$ cat src/hte_pkg.sv
// ----------------------------------------------------------------------------
// hte_pkg
// Shared types and constants of the table-driven huffman encoder.
// ----------------------------------------------------------------------------
package hte_pkg;

	localparam int SYMBOL_COUNT_DEF  = 256;
	localparam int MAX_CODE_BITS_DEF = 14;

	localparam int KIND_W   = 2;
	localparam int SYM_FW   = 8;
	localparam int LEN_W    = 4;
	localparam int CODE_W   = 14;
	localparam int BYTE_W   = 8;
	localparam int PEND_W   = 7;
	localparam int CNT_W    = 3;
	localparam int TOTAL_W  = 5;
	localparam int ACC_W    = 23;

	localparam int QUEUE_DEPTH = 4;

	typedef enum logic [KIND_W-1:0] {
		KIND_LOAD   = 2'd0,
		KIND_ENCODE = 2'd1,
		KIND_FLUSH  = 2'd2
	} kind_t;

	typedef enum logic [1:0] {
		OP_MISS  = 2'd0,
		OP_CODE  = 2'd1,
		OP_FLUSH = 2'd2
	} cmd_op_t;

	typedef struct packed {
		logic [LEN_W-1:0]  len;
		logic [CODE_W-1:0] bits;
	} entry_t;

	typedef struct packed {
		cmd_op_t           op;
		logic [LEN_W-1:0]  len;
		logic [CODE_W-1:0] bits;
	} cmd_t;

endpackage

$ cat src/hte_if.sv
// ----------------------------------------------------------------------------
// hte_if
// Valid/ready channels for input items and output bytes.
// ----------------------------------------------------------------------------
interface hte_in_if import hte_pkg::*; ();
	logic                valid;
	logic                ready;
	logic [KIND_W-1:0]   kind;
	logic [SYM_FW-1:0]   symbol;
	logic [LEN_W-1:0]    code_length;
	logic [CODE_W-1:0]   code_bits;

	modport source (output valid, kind, symbol, code_length, code_bits, input ready);
	modport sink (input valid, kind, symbol, code_length, code_bits, output ready);
endinterface

interface hte_out_if import hte_pkg::*; ();
	logic              valid;
	logic              ready;
	logic [BYTE_W-1:0] out_byte;
	logic              status;
	logic              last_of_run;

	modport source (output valid, out_byte, status, last_of_run, input ready);
	modport sink (input valid, out_byte, status, last_of_run, output ready);
endinterface

$ cat src/huffman_table_encoder_bit_packer.sv
// ----------------------------------------------------------------------------
// huffman_table_encoder_bit_packer
// Table-driven huffman encoder with an lsb-first byte packer.
// ----------------------------------------------------------------------------
// Channels: items (sink) takes load, encode and flush items; results (source)
// gives packed bytes, a status result for a symbol without a code, and marks
// the final result of each item with last_of_run.
// An accepted item passes the lookup register, a queue slot and the output
// register before its result shows. Throughput: the lookup front takes one
// item per cycle unless stalled; the packer issues one result per cycle while
// results.ready is high, so a two-byte encode holds it for its second byte. A
// four-entry command queue between the two absorbs bursts; loads and unused
// kinds never enter it; encodes and flushes take a slot even with no result.
// Reset: the code presence map is cleared and the pending buffer emptied;
// code table entries are undefined until loaded.
// Stall: the output register holds while results.ready is low; the queue
// keeps taking items until it and the lookup register are full, then
// items.ready drops.
// ----------------------------------------------------------------------------
module huffman_table_encoder_bit_packer import hte_pkg::*; #(
	parameter int SYMBOL_COUNT  = SYMBOL_COUNT_DEF,
	parameter int MAX_CODE_BITS = MAX_CODE_BITS_DEF
) (
	input  logic      clk,
	input  logic      arst_n,
	hte_in_if.sink    items,
	hte_out_if.source results
);

	logic front_valid;
	logic front_ready;
	cmd_t front_cmd;
	logic back_valid;
	logic back_ready;
	cmd_t back_cmd;

	hte_front #(
		.SYMBOL_COUNT  (SYMBOL_COUNT),
		.MAX_CODE_BITS (MAX_CODE_BITS)
	) u_front (
		.clk       (clk),
		.arst_n    (arst_n),
		.items     (items),
		.cmd_valid (front_valid),
		.cmd_ready (front_ready),
		.cmd       (front_cmd)
	);

	hte_queue u_queue (
		.clk        (clk),
		.arst_n     (arst_n),
		.push_valid (front_valid),
		.push_ready (front_ready),
		.push_data  (front_cmd),
		.pop_valid  (back_valid),
		.pop_ready  (back_ready),
		.pop_data   (back_cmd)
	);

	hte_back u_back (
		.clk       (clk),
		.arst_n    (arst_n),
		.cmd_valid (back_valid),
		.cmd_ready (back_ready),
		.cmd       (back_cmd),
		.results   (results)
	);

endmodule

$ cat src/hte_front.sv
// ----------------------------------------------------------------------------
// hte_front
// Accepts items, writes code table entries and looks up symbols to encode.
// ----------------------------------------------------------------------------
module hte_front import hte_pkg::*; #(
	parameter int SYMBOL_COUNT  = SYMBOL_COUNT_DEF,
	parameter int MAX_CODE_BITS = MAX_CODE_BITS_DEF
) (
	input  logic      clk,
	input  logic      arst_n,
	hte_in_if.sink    items,
	output logic      cmd_valid,
	input  logic      cmd_ready,
	output cmd_t      cmd
);

	localparam int SYM_W   = (SYMBOL_COUNT > 1) ? $clog2(SYMBOL_COUNT) : 1;
	localparam int LEN_LIM = (MAX_CODE_BITS < CODE_W) ? MAX_CODE_BITS : CODE_W;

	entry_t                  mem [SYMBOL_COUNT];
	logic [SYMBOL_COUNT-1:0] present_q;

	logic              valid_s1;
	logic              flush_s1;
	logic              hit_s1;
	entry_t            rd_data_s1;

	logic              accept;
	logic              in_range;
	logic [SYM_W-1:0]  addr;
	logic [LEN_W-1:0]  len_sat;
	logic [CODE_W-1:0] mask;
	logic              is_load;
	logic              is_encode;
	logic              is_flush;

	assign items.ready = !valid_s1 || cmd_ready;
	assign accept      = items.valid && items.ready;
	assign in_range    = {1'b0, items.symbol} < (SYM_FW+1)'(SYMBOL_COUNT);
	assign addr        = items.symbol[SYM_W-1:0];
	assign is_load     = items.kind == KIND_LOAD;
	assign is_encode   = items.kind == KIND_ENCODE;
	assign is_flush    = items.kind == KIND_FLUSH;

	assign len_sat = (items.code_length > LEN_W'(LEN_LIM)) ? LEN_W'(LEN_LIM)
	                                                       : items.code_length;

	always_comb begin
		for (int i = 0; i < CODE_W; i++) begin
			mask[i] = LEN_W'(i) < len_sat;
		end
	end

	always_ff @(posedge clk) begin
		if (accept && is_load && in_range) begin
			mem[addr] <= '{len: len_sat, bits: items.code_bits & mask};
		end
		if (accept && is_encode) begin
			rd_data_s1 <= mem[addr];
		end
	end

	always_ff @(posedge clk or negedge arst_n) begin
		if (!arst_n) begin
			present_q <= '0;
		end else if (accept && is_load && in_range) begin
			present_q[addr] <= 1'b1;
		end
	end

	always_ff @(posedge clk or negedge arst_n) begin
		if (!arst_n) begin
			valid_s1 <= 1'b0;
			flush_s1 <= 1'b0;
			hit_s1   <= 1'b0;
		end else if (accept) begin
			// loads and unused kinds end here
			valid_s1 <= is_encode || is_flush;
			flush_s1 <= is_flush;
			hit_s1   <= in_range && present_q[addr];
		end else if (cmd_ready) begin
			valid_s1 <= 1'b0;
		end
	end

	assign cmd_valid = valid_s1;

	always_comb begin
		cmd.len  = rd_data_s1.len;
		cmd.bits = rd_data_s1.bits;
		if (flush_s1) begin
			cmd.op = OP_FLUSH;
		end else if (hit_s1) begin
			cmd.op = OP_CODE;
		end else begin
			cmd.op = OP_MISS;
		end
	end

endmodule

$ cat src/hte_queue.sv
// ----------------------------------------------------------------------------
// hte_queue
// Small command queue between lookup and bit packer.
// ----------------------------------------------------------------------------
module hte_queue import hte_pkg::*; (
	input  logic clk,
	input  logic arst_n,
	input  logic push_valid,
	output logic push_ready,
	input  cmd_t push_data,
	output logic pop_valid,
	input  logic pop_ready,
	output cmd_t pop_data
);

	localparam int PTR_W = $clog2(QUEUE_DEPTH);

	cmd_t           slots [QUEUE_DEPTH];
	logic [PTR_W:0] wr_ptr_q;
	logic [PTR_W:0] rd_ptr_q;
	logic           full;
	logic           empty;

	assign empty = wr_ptr_q == rd_ptr_q;
	assign full  = (wr_ptr_q[PTR_W] != rd_ptr_q[PTR_W])
	            && (wr_ptr_q[PTR_W-1:0] == rd_ptr_q[PTR_W-1:0]);

	assign push_ready = !full;
	assign pop_valid  = !empty;
	assign pop_data   = slots[rd_ptr_q[PTR_W-1:0]];

	always_ff @(posedge clk) begin
		if (push_valid && !full) begin
			slots[wr_ptr_q[PTR_W-1:0]] <= push_data;
		end
	end

	always_ff @(posedge clk or negedge arst_n) begin
		if (!arst_n) begin
			wr_ptr_q <= '0;
			rd_ptr_q <= '0;
		end else begin
			if (push_valid && !full) begin
				wr_ptr_q <= wr_ptr_q + 1'b1;
			end
			if (pop_ready && !empty) begin
				rd_ptr_q <= rd_ptr_q + 1'b1;
			end
		end
	end

endmodule

$ cat src/hte_back.sv
// ----------------------------------------------------------------------------
// hte_back
// Bit packer: appends code bits to a pending buffer; emits bytes and status.
// ----------------------------------------------------------------------------
module hte_back import hte_pkg::*; (
	input  logic      clk,
	input  logic      arst_n,
	input  logic      cmd_valid,
	output logic      cmd_ready,
	input  cmd_t      cmd,
	hte_out_if.source results
);

	logic [PEND_W-1:0]  pend_q;
	logic [CNT_W-1:0]   cnt_q;
	logic               out_valid_q;
	logic [BYTE_W-1:0]  out_byte_q;
	logic               status_q;
	logic               last_q;
	logic               hold_valid_q;
	logic [BYTE_W-1:0]  hold_byte_q;

	logic               slot_free;
	logic [ACC_W-1:0]   acc;
	logic [TOTAL_W-1:0] total;
	logic               emit1;
	logic               emit2;
	logic [PEND_W-1:0]  pend_nxt;

	assign slot_free = !out_valid_q || results.ready;
	assign cmd_ready = slot_free && !hold_valid_q;

	assign acc   = ACC_W'(pend_q) | (ACC_W'(cmd.bits) << cnt_q);
	assign total = TOTAL_W'(cnt_q) + TOTAL_W'(cmd.len);
	assign emit2 = total[4];
	assign emit1 = total[4] || total[3];

	always_comb begin
		if (emit2) begin
			pend_nxt = acc[2*BYTE_W +: PEND_W];
		end else if (emit1) begin
			pend_nxt = acc[BYTE_W +: PEND_W];
		end else begin
			pend_nxt = acc[PEND_W-1:0];
		end
	end

	always_ff @(posedge clk or negedge arst_n) begin
		if (!arst_n) begin
			pend_q       <= '0;
			cnt_q        <= '0;
			out_valid_q  <= 1'b0;
			out_byte_q   <= '0;
			status_q     <= 1'b0;
			last_q       <= 1'b0;
			hold_valid_q <= 1'b0;
			hold_byte_q  <= '0;
		end else if (slot_free) begin
			if (hold_valid_q) begin
				// second byte of a long code
				out_valid_q  <= 1'b1;
				out_byte_q   <= hold_byte_q;
				status_q     <= 1'b0;
				last_q       <= 1'b1;
				hold_valid_q <= 1'b0;
			end else if (cmd_valid) begin
				case (cmd.op)
					OP_MISS: begin
						out_valid_q <= 1'b1;
						out_byte_q  <= '0;
						status_q    <= 1'b1;
						last_q      <= 1'b1;
					end
					OP_CODE: begin
						pend_q       <= pend_nxt;
						cnt_q        <= total[CNT_W-1:0];
						out_valid_q  <= emit1;
						out_byte_q   <= acc[BYTE_W-1:0];
						status_q     <= 1'b0;
						last_q       <= !emit2;
						hold_valid_q <= emit2;
						hold_byte_q  <= acc[BYTE_W +: BYTE_W];
					end
					OP_FLUSH: begin
						out_valid_q <= cnt_q != '0;
						out_byte_q  <= {1'b0, pend_q};
						status_q    <= 1'b0;
						last_q      <= 1'b1;
						pend_q      <= '0;
						cnt_q       <= '0;
					end
					default: begin
						out_valid_q <= 1'b0;
					end
				endcase
			end else begin
				out_valid_q <= 1'b0;
			end
		end
	end

	assign results.valid       = out_valid_q;
	assign results.out_byte    = out_byte_q;
	assign results.status      = status_q;
	assign results.last_of_run = last_q;

endmodule

$ cat src/flat_wrapper.sv
// flat-port wrapper written by rule: the top's interface ports become plain ports
module huffman_table_encoder_bit_packer_flat import hte_pkg::*;
#(
	parameter int SYMBOL_COUNT  = SYMBOL_COUNT_DEF,
	parameter int MAX_CODE_BITS = MAX_CODE_BITS_DEF
)
  (clk, arst_n, items_valid, items_kind, items_symbol, items_code_length, items_code_bits, items_ready, results_valid, results_out_byte, results_status, results_last_of_run, results_ready);
  hte_in_if items_i ();
  hte_out_if results_i ();
  input  logic clk;
  input  logic arst_n;
  input wire logic [$bits(items_i.valid)-1:0] items_valid;
  input wire logic [$bits(items_i.kind)-1:0] items_kind;
  input wire logic [$bits(items_i.symbol)-1:0] items_symbol;
  input wire logic [$bits(items_i.code_length)-1:0] items_code_length;
  input wire logic [$bits(items_i.code_bits)-1:0] items_code_bits;
  output wire logic [$bits(items_i.ready)-1:0] items_ready;
  output wire logic [$bits(results_i.valid)-1:0] results_valid;
  output wire logic [$bits(results_i.out_byte)-1:0] results_out_byte;
  output wire logic [$bits(results_i.status)-1:0] results_status;
  output wire logic [$bits(results_i.last_of_run)-1:0] results_last_of_run;
  input wire logic [$bits(results_i.ready)-1:0] results_ready;
  assign items_i.valid = items_valid;
  assign items_i.kind = items_kind;
  assign items_i.symbol = items_symbol;
  assign items_i.code_length = items_code_length;
  assign items_i.code_bits = items_code_bits;
  assign items_ready = items_i.ready;
  assign results_valid = results_i.valid;
  assign results_out_byte = results_i.out_byte;
  assign results_status = results_i.status;
  assign results_last_of_run = results_i.last_of_run;
  assign results_i.ready = results_ready;
  huffman_table_encoder_bit_packer #(.SYMBOL_COUNT(SYMBOL_COUNT), .MAX_CODE_BITS(MAX_CODE_BITS)) u_core (.clk(clk), .arst_n(arst_n), .items(items_i), .results(results_i));
endmodule
$ cat config.mk
export PLATFORM = sky130hd
export DESIGN_NAME = huffman_table_encoder_bit_packer_flat
export DESIGN_NICKNAME = d
export VERILOG_FILES = /design/src/hte_pkg.sv /design/src/hte_if.sv /design/src/huffman_table_encoder_bit_packer.sv /design/src/hte_front.sv /design/src/hte_queue.sv /design/src/hte_back.sv /design/src/flat_wrapper.sv
export SDC_FILE = /design/constraint.sdc
export NUM_CORES = 2
export LEC_CHECK = 0
export BUFFER_PORTS_ARGS = -buffer_cell sky130_fd_sc_hd__buf_2
export CORE_ASPECT_RATIO = 1.4
export CORE_MARGIN = 5
export CORE_UTILIZATION = 30
export DETAILED_ROUTE_END_ITERATION = 10
export GPL_TIMING_DRIVEN = 0
export SLEW_MARGIN = 5
export SYNTH_ARGS = -nofsm -noshare
export SYNTH_HDL_FRONTEND = slang
export SYNTH_MEMORY_MAX_BITS = 65536
export SYNTH_SLANG_ARGS = --single-unit
$ cat constraint.sdc
create_clock -name clk -period 4.54 [get_ports clk]
set_input_delay 0.681 -clock clk [delete_from_list [all_inputs] [get_ports clk]]
set_output_delay 0.681 -clock clk [all_outputs]
set_load 0.02 [all_outputs]
=== Word-level counts from Yosys, hierarchy flattened ===
Memories as Yosys holds them, arrays and structs flattened. A register that Yosys moved wholly into a read port is not among the register bits.
Index checks and enable logic that the tools add are counted.
Widths: inputs -> output; s select.

* Flip-flop bits (word level): 295
* Memory bits (writable): 4688
* Input bits: 32
* Output and inout port bits: 12
* Memories: 2

{| class="wikitable"
|+ Memory list
! memory !! words !! bits a word !! read ports !! clocked after Yosys merged registers in !! write ports !! line !! source
|-
| u_core.u_front.mem || 256 || 18 || 1 || 1 || 1 || hte_front.sv:20 || <nowiki>entry_t mem [SYMBOL_COUNT];</nowiki>
|-
| u_core.u_queue.slots || 4 || 20 || 1 || 0 || 1 || hte_queue.sv:18 || <nowiki>cmd_t slots [QUEUE_DEPTH];</nowiki>
|}

* $add $sub $neg: 3
* Order comparisons: 17
* Eq/ne operators: 9
* Shift operators: 1
* Mux-type cells: 32
* Bitwise gates (word level): 5
* Reductions and logical operators: 32

{| class="wikitable"
|+ Operators with widths
! kind !! count
|-
| $or 256x256->256 || 1
|-
| $lt 4x4->1 const A || 6
|-
| $pmux 8 s3 || 1
|-
| $or 7x23->23 || 1
|-
| $shl 14x3->23 || 1
|-
| $mux 1 || 18
|-
| $lt 3x4->1 const A || 4
|-
| $mux 8 || 2
|-
| $and 14x14->14 || 1
|-
| $mux 7 || 2
|-
| $pmux 7 s2 || 1
|-
| $lt 8x9->1 const B || 1
|-
| $reduce_and 3->1 || 3
|-
| $reduce_bool 3->1 || 3
|-
| $bmux 1 s8 || 1
|-
| $demux 1 s8 || 1
|-
| $ge 8x1->1 const B || 1
|-
| $logic_and 1x1->1 || 8
|-
| $lt 1x4->1 const A || 2
|-
| $lt 2x4->1 const A || 2
|-
| $reduce_and 4->1 || 2
|-
| $add 3x1->3 const B || 2
|-
| $logic_not 1->1 || 6
|-
| $pmux 3 s2 || 1
|-
| other kinds (19) || 28
|}

=== Logic depth before layout (Yosys ltp) ===
* Depth in word-level cells: 8
* Gate-level depth with buffers: 12
* Depth with buffers taken out: 9

=== Cells and area by module ===
Synthesis repeated with hierarchy kept, for this count alone.

* Cell total of the unflattened synthesis: 8334
* Area total of the unflattened synthesis: 192719.8 sq um

{| class="wikitable"
|+ By module, submodules not included
! module !! times used !! cells an instance !! area each (sq um) !! seq. area each (sq um)
|-
| hte_front || 1 || 7946 || 187134.5 || 145394.4
|-
| hte_queue || 1 || 153 || 3383.2 || 2552.4
|-
| hte_back || 1 || 235 || 2202.1 || 750.7
|}

=== Worst setup path after synthesis ===
No wires, ideal clock.

* Kind: input port to flip-flop
* From: in items_code_length[1]
* To: mem u_core.u_front.mem[0][4] (netlist bit), data pin
* Setup time: 2.280 ns
* Data arrival time: 11.306 ns
* Data required time: 2.260 ns
* Slack: -9.047 ns
* Cell stages on the path: 3
* Cell sequence: clkbuf_1 o21ai_0 a21boi_0

* Word-level cells in the longest chain between the ends: 4

{| class="wikitable"
|+ Ends and longest elaborated chain
! what !! line !! source
|-
| start, declared || flat_wrapper.sv:15 || <nowiki>input wire logic [$bits(items_i.code_length)-1:0] items_code_length;</nowiki>
|-
| $gt 4x4->1 || hte_front.sv:45 || <nowiki>assign len_sat = (items.code_length > LEN_W'(LEN_LIM)) ? LEN_W'(LEN_LIM)</nowiki>
|-
| $mux 4 (*) || hte_front.sv:45 ||
|-
| $lt 3x4->1 (*) || hte_front.sv:50 || <nowiki>mask[i] = LEN_W'(i) < len_sat;</nowiki>
|-
| $and 14x14->14 (*) || hte_front.sv:56 || <nowiki>mem[addr] <= '{len: len_sat, bits: items.code_bits & mask};</nowiki>
|-
| end, declared || hte_front.sv:20 ||
|}

Every way passes the cells marked *; elsewhere a longest branch is shown, timed or not.

==> impl_metrics.yaml <==
run:
  max-cap-violations: 9
place:
  io_buffers: 39
  globalplace.congestion: 1.07
  hpwl_um: 696000
  place_inst: 17500
sta:
  rsz0062_at_grt: "yes"
  finalHoldViolations: 0
  fin_crit_ps: 5050
  finalWorstSetupSlack_ps: -505
  setup_viol: 633
  drv_slew: 47
  slew_headroom: -0.0894
  timing.final.crit_share: 1.11
  max_freq_ghz: 0.198
  worstMarginPinSlew_ps: 1630
  finClkSkew_ps: 141
finish:
  fin_util: 0.366
  regArea_um2: 149000
  drive_gt1_frac: 0.378
  fin_nets: 9450
  layout_commonest_cell: "edfxtp_1"
  final_cell_mix: "edfxtp_1, mux4_2, clkbuf_16, dfrtp_1, buf_12"
  fillers: 58000
  multi_input_area_um2: 44100
  fin_cells: 18600
  syn2layout_area_growth_pct: 21.6
die:
  die_h_um: 958
  row_count: 348
  dieArea_um2: 659000
  core-area_um2: 641000
  start_util: 0.301
  io_pins: 44
  fp.dieW_um: 687
synthesis:
  ys_warn_count: 0
  synth_cell_types: 73
  syn_nets: 8453
  syn-instance-count: 8405
  ys_seq_area_frac: 0.772
  netlist_area_um2: 193000
  synth_ff_type: "edfxtp_1"
  avgSynthCellArea_um2: 22.9
  async_flop_share: 0.0590
  ys_ff_latch: 5001
  synth_edf_count: 4706
route:
  drc: 0
  route.met3.wl_um: 131000
  wl_per_cell_um: 52.5
  dr.pass1.iters: 9
  dr.max_layer_used: "met5"
  drtAntennaViolNets: 0
  wl_met2_um: 419000
  viasPerCell: 6.10
  drtIter0Drc: 22600
  drt-total-wl_um: 974000
  vias: 113000
  wirelength_met1_um: 295000
critical_path:
  critPathLaunchType: "primary input"
  cp_max_fo: 10
  required_ps: 5170
  setup.worst_path.end_class: "flop"
  arrival_ps: 5670
  worstSetupPathType: "primary input to flop"
power_and_ir_drop:
  p_switching_w: 0.0264
  p_sw_frac: 0.254
  vdd_drop_max_uv: 405
  p_comb_frac: 0.102
  power_frac_clock: 0.405
  p_int_w: 0.0772
  leakagePower_nw: 74.5
  powerDensity_nw_per_um2: 442
  power_frac_seq: 0.493
clock_network:
  cts_tree: "yes"
  htree_levels: 5
  clk_pin_slew_ps: 70
  cts_num_sinks: 5001
  clk-insertion-delay-late_ps: 1180
  clk_path_buf_depth: 4
  numCtsBuffers: 468
  clock-root-buffer: "clkbuf_16"
global_routing:
  grt_pass1_vias: 102000
  grt_pass1_wl_um: 1200000
  antenna_found_initial: 152
  grt_max_degree: 92
  grt_usage: 0.289
  grt.overflow.total: 0
run_status:
  violations: "capacitance limit, slew limit, setup timing"
  status: "finished with violations"
worst_hold_path:
  hold_path.class: "primary input to flop"
[stage by stage]
step | area, um^2 | power (W) | setup TNS, ps | setup WS [ps] | hold WS, ps
after floorplan | 193000 | 0.0567 | -2155800 | -979 | 385
after global placement | 204000 | 0.0618 | - | -7470 | 442
after detailed placement | 217000 | 0.0621 | -8124700 | -2830 | 447
after CTS | 234000 | 0.103 | -56.5 | -56.5 | 18.3
after global routing | 234000 | 0.105 | -21.8 | -14.8 | 59.5
final | 234000 | 0.104 | -50690 | -505 | 50.2
[kinds of logic (layout without fill, tap and decap cells)]
logic type	after synthesis	in the layout	synth area share
other	0	165	0
AO/OA/AOI/OAI	423	423	0.0153
multiplexers	1647	1647	0.176
adder cells (fa/ha/maj)	16	16	0.00108
flip-flops	5001	5001	0.772
XOR/XNOR	10	10	0.000455
buffers and inverters	479	1893	0.0131
AND/OR/NAND/NOR	829	829	0.0219
[Yosys cell counts, types with 82 or more instances]
cell type	n	area share
buf_2	155	0.0040
dfrtp_1	295	0.038
clkbuf_1	139	0.0027
mux4_2	1397	0.16
a22oi_1	138	0.0054
o22ai_1	84	0.0027
nor2_1	293	0.0057
or2_2	248	0.0081
mux2i_1	227	0.012
edfxtp_1	4706	0.73
nand2_1	102	0.0020
buf_4	82	0.0032
[routing by layer]
| metal | global-route usage | vias to the layer above |
|---|---|---|
| li1 | - | 37900 |
| met1 | 0.311 | 60300 |
| met2 | 0.417 | 11700 |
| met3 | 0.115 | 3271 |
| met4 | 0.307 | 59 |
| met5 | 0.000362 | - |
[path summary, 6_finish.rpt]
path | from | end | slack (ps) | cells past startpoint
hold reg to reg | u_core.u_front.present_q[50] | u_core.u_front.present_q[50] | 460 | 1
setup reg to reg | u_core.u_queue.rd_ptr_q[0] | u_core.u_front.mem[102][6] | -10 | 10
setup / recovery | items_symbol[3] | u_core.u_front.cmd[15] | -510 | 10
min in group asynchronous | arst_n | u_core.u_back.results.out_byte[7] | 70 | 2
max in group asynchronous | arst_n | u_core.u_front.present_q[22] | 3060 | 4
hold / removal | items_code_bits[5] | u_core.u_front.mem[154][5] | 50 | 2
[repair_timing]
| action | 4_1_cts | 5_1_grt |
|---|---|---|
| hold buffers | 5 | 0 |
| pin swaps | 11 | 4 |
| gates resized for setup | 215 | 42 |
| setup endpoints to repair | 3866 | 45 |
| buffers inserted | 14 | 5 |
| endpoints found under the hold margin | 164 | 0 |
[critical path, cell delays in order]
cell and delay [ps]:
buf_2 280, buf_4 430, buf_6 480, buf_4 500, buf_2 530, buf_4 580, mux2i_1 710, o22ai_1 410
nor4_1 330, nand4b_1 520
[registers in the layout (all words and copies together) (netlist names)]
register and count:
u_core.u_back.results.out_byte 8, u_core.u_queue.wr_ptr_q 3, u_core.u_back.pend_q 7, u_core.u_back.results.status 1
u_core.u_queue.slots 80, u_core.u_back.cnt_q 3, u_core.u_front.flush_s1 1, u_core.u_front.hit_s1 1
u_core.u_back.hold_byte_q 8, u_core.u_front.cmd_valid 1, u_core.u_front.cmd 18, u_core.u_back.results.last_of_run 1
u_core.u_front.present_q 256, u_core.u_back.results.valid 1, u_core.u_back.hold_valid_q 1, u_core.u_front.mem 4608
u_core.u_queue.rd_ptr_q 3
[area by class of cell]
cell class                      instances  share of cell area
Timing Repair Buffer                  535              0.0478
Sequential cell                      5001               0.635
Buffer                                453              0.0131
Multi-Input combinational cell       2925               0.188
Antenna cell                          165             0.00176
Tap cell                             8575              0.0458
Clock buffer                          588              0.0535
Clock inverter                        299              0.0149
Inverter                               18            0.000288
[power by group through the flow]
stage / clock network, W / logic (W) / registers, W
after global routing: 0.0436 / 0.0105 / 0.0510
after CTS: 0.0418 / 0.0101 / 0.0510
after global placement: 0 / 0.00942 / 0.0524
after floorplan: 0 / 0.00456 / 0.0522
after detailed placement: 0 / 0.0100 / 0.0520
final: 0.0420 / 0.0105 / 0.0510
Power figures use the tool's default switching activity.
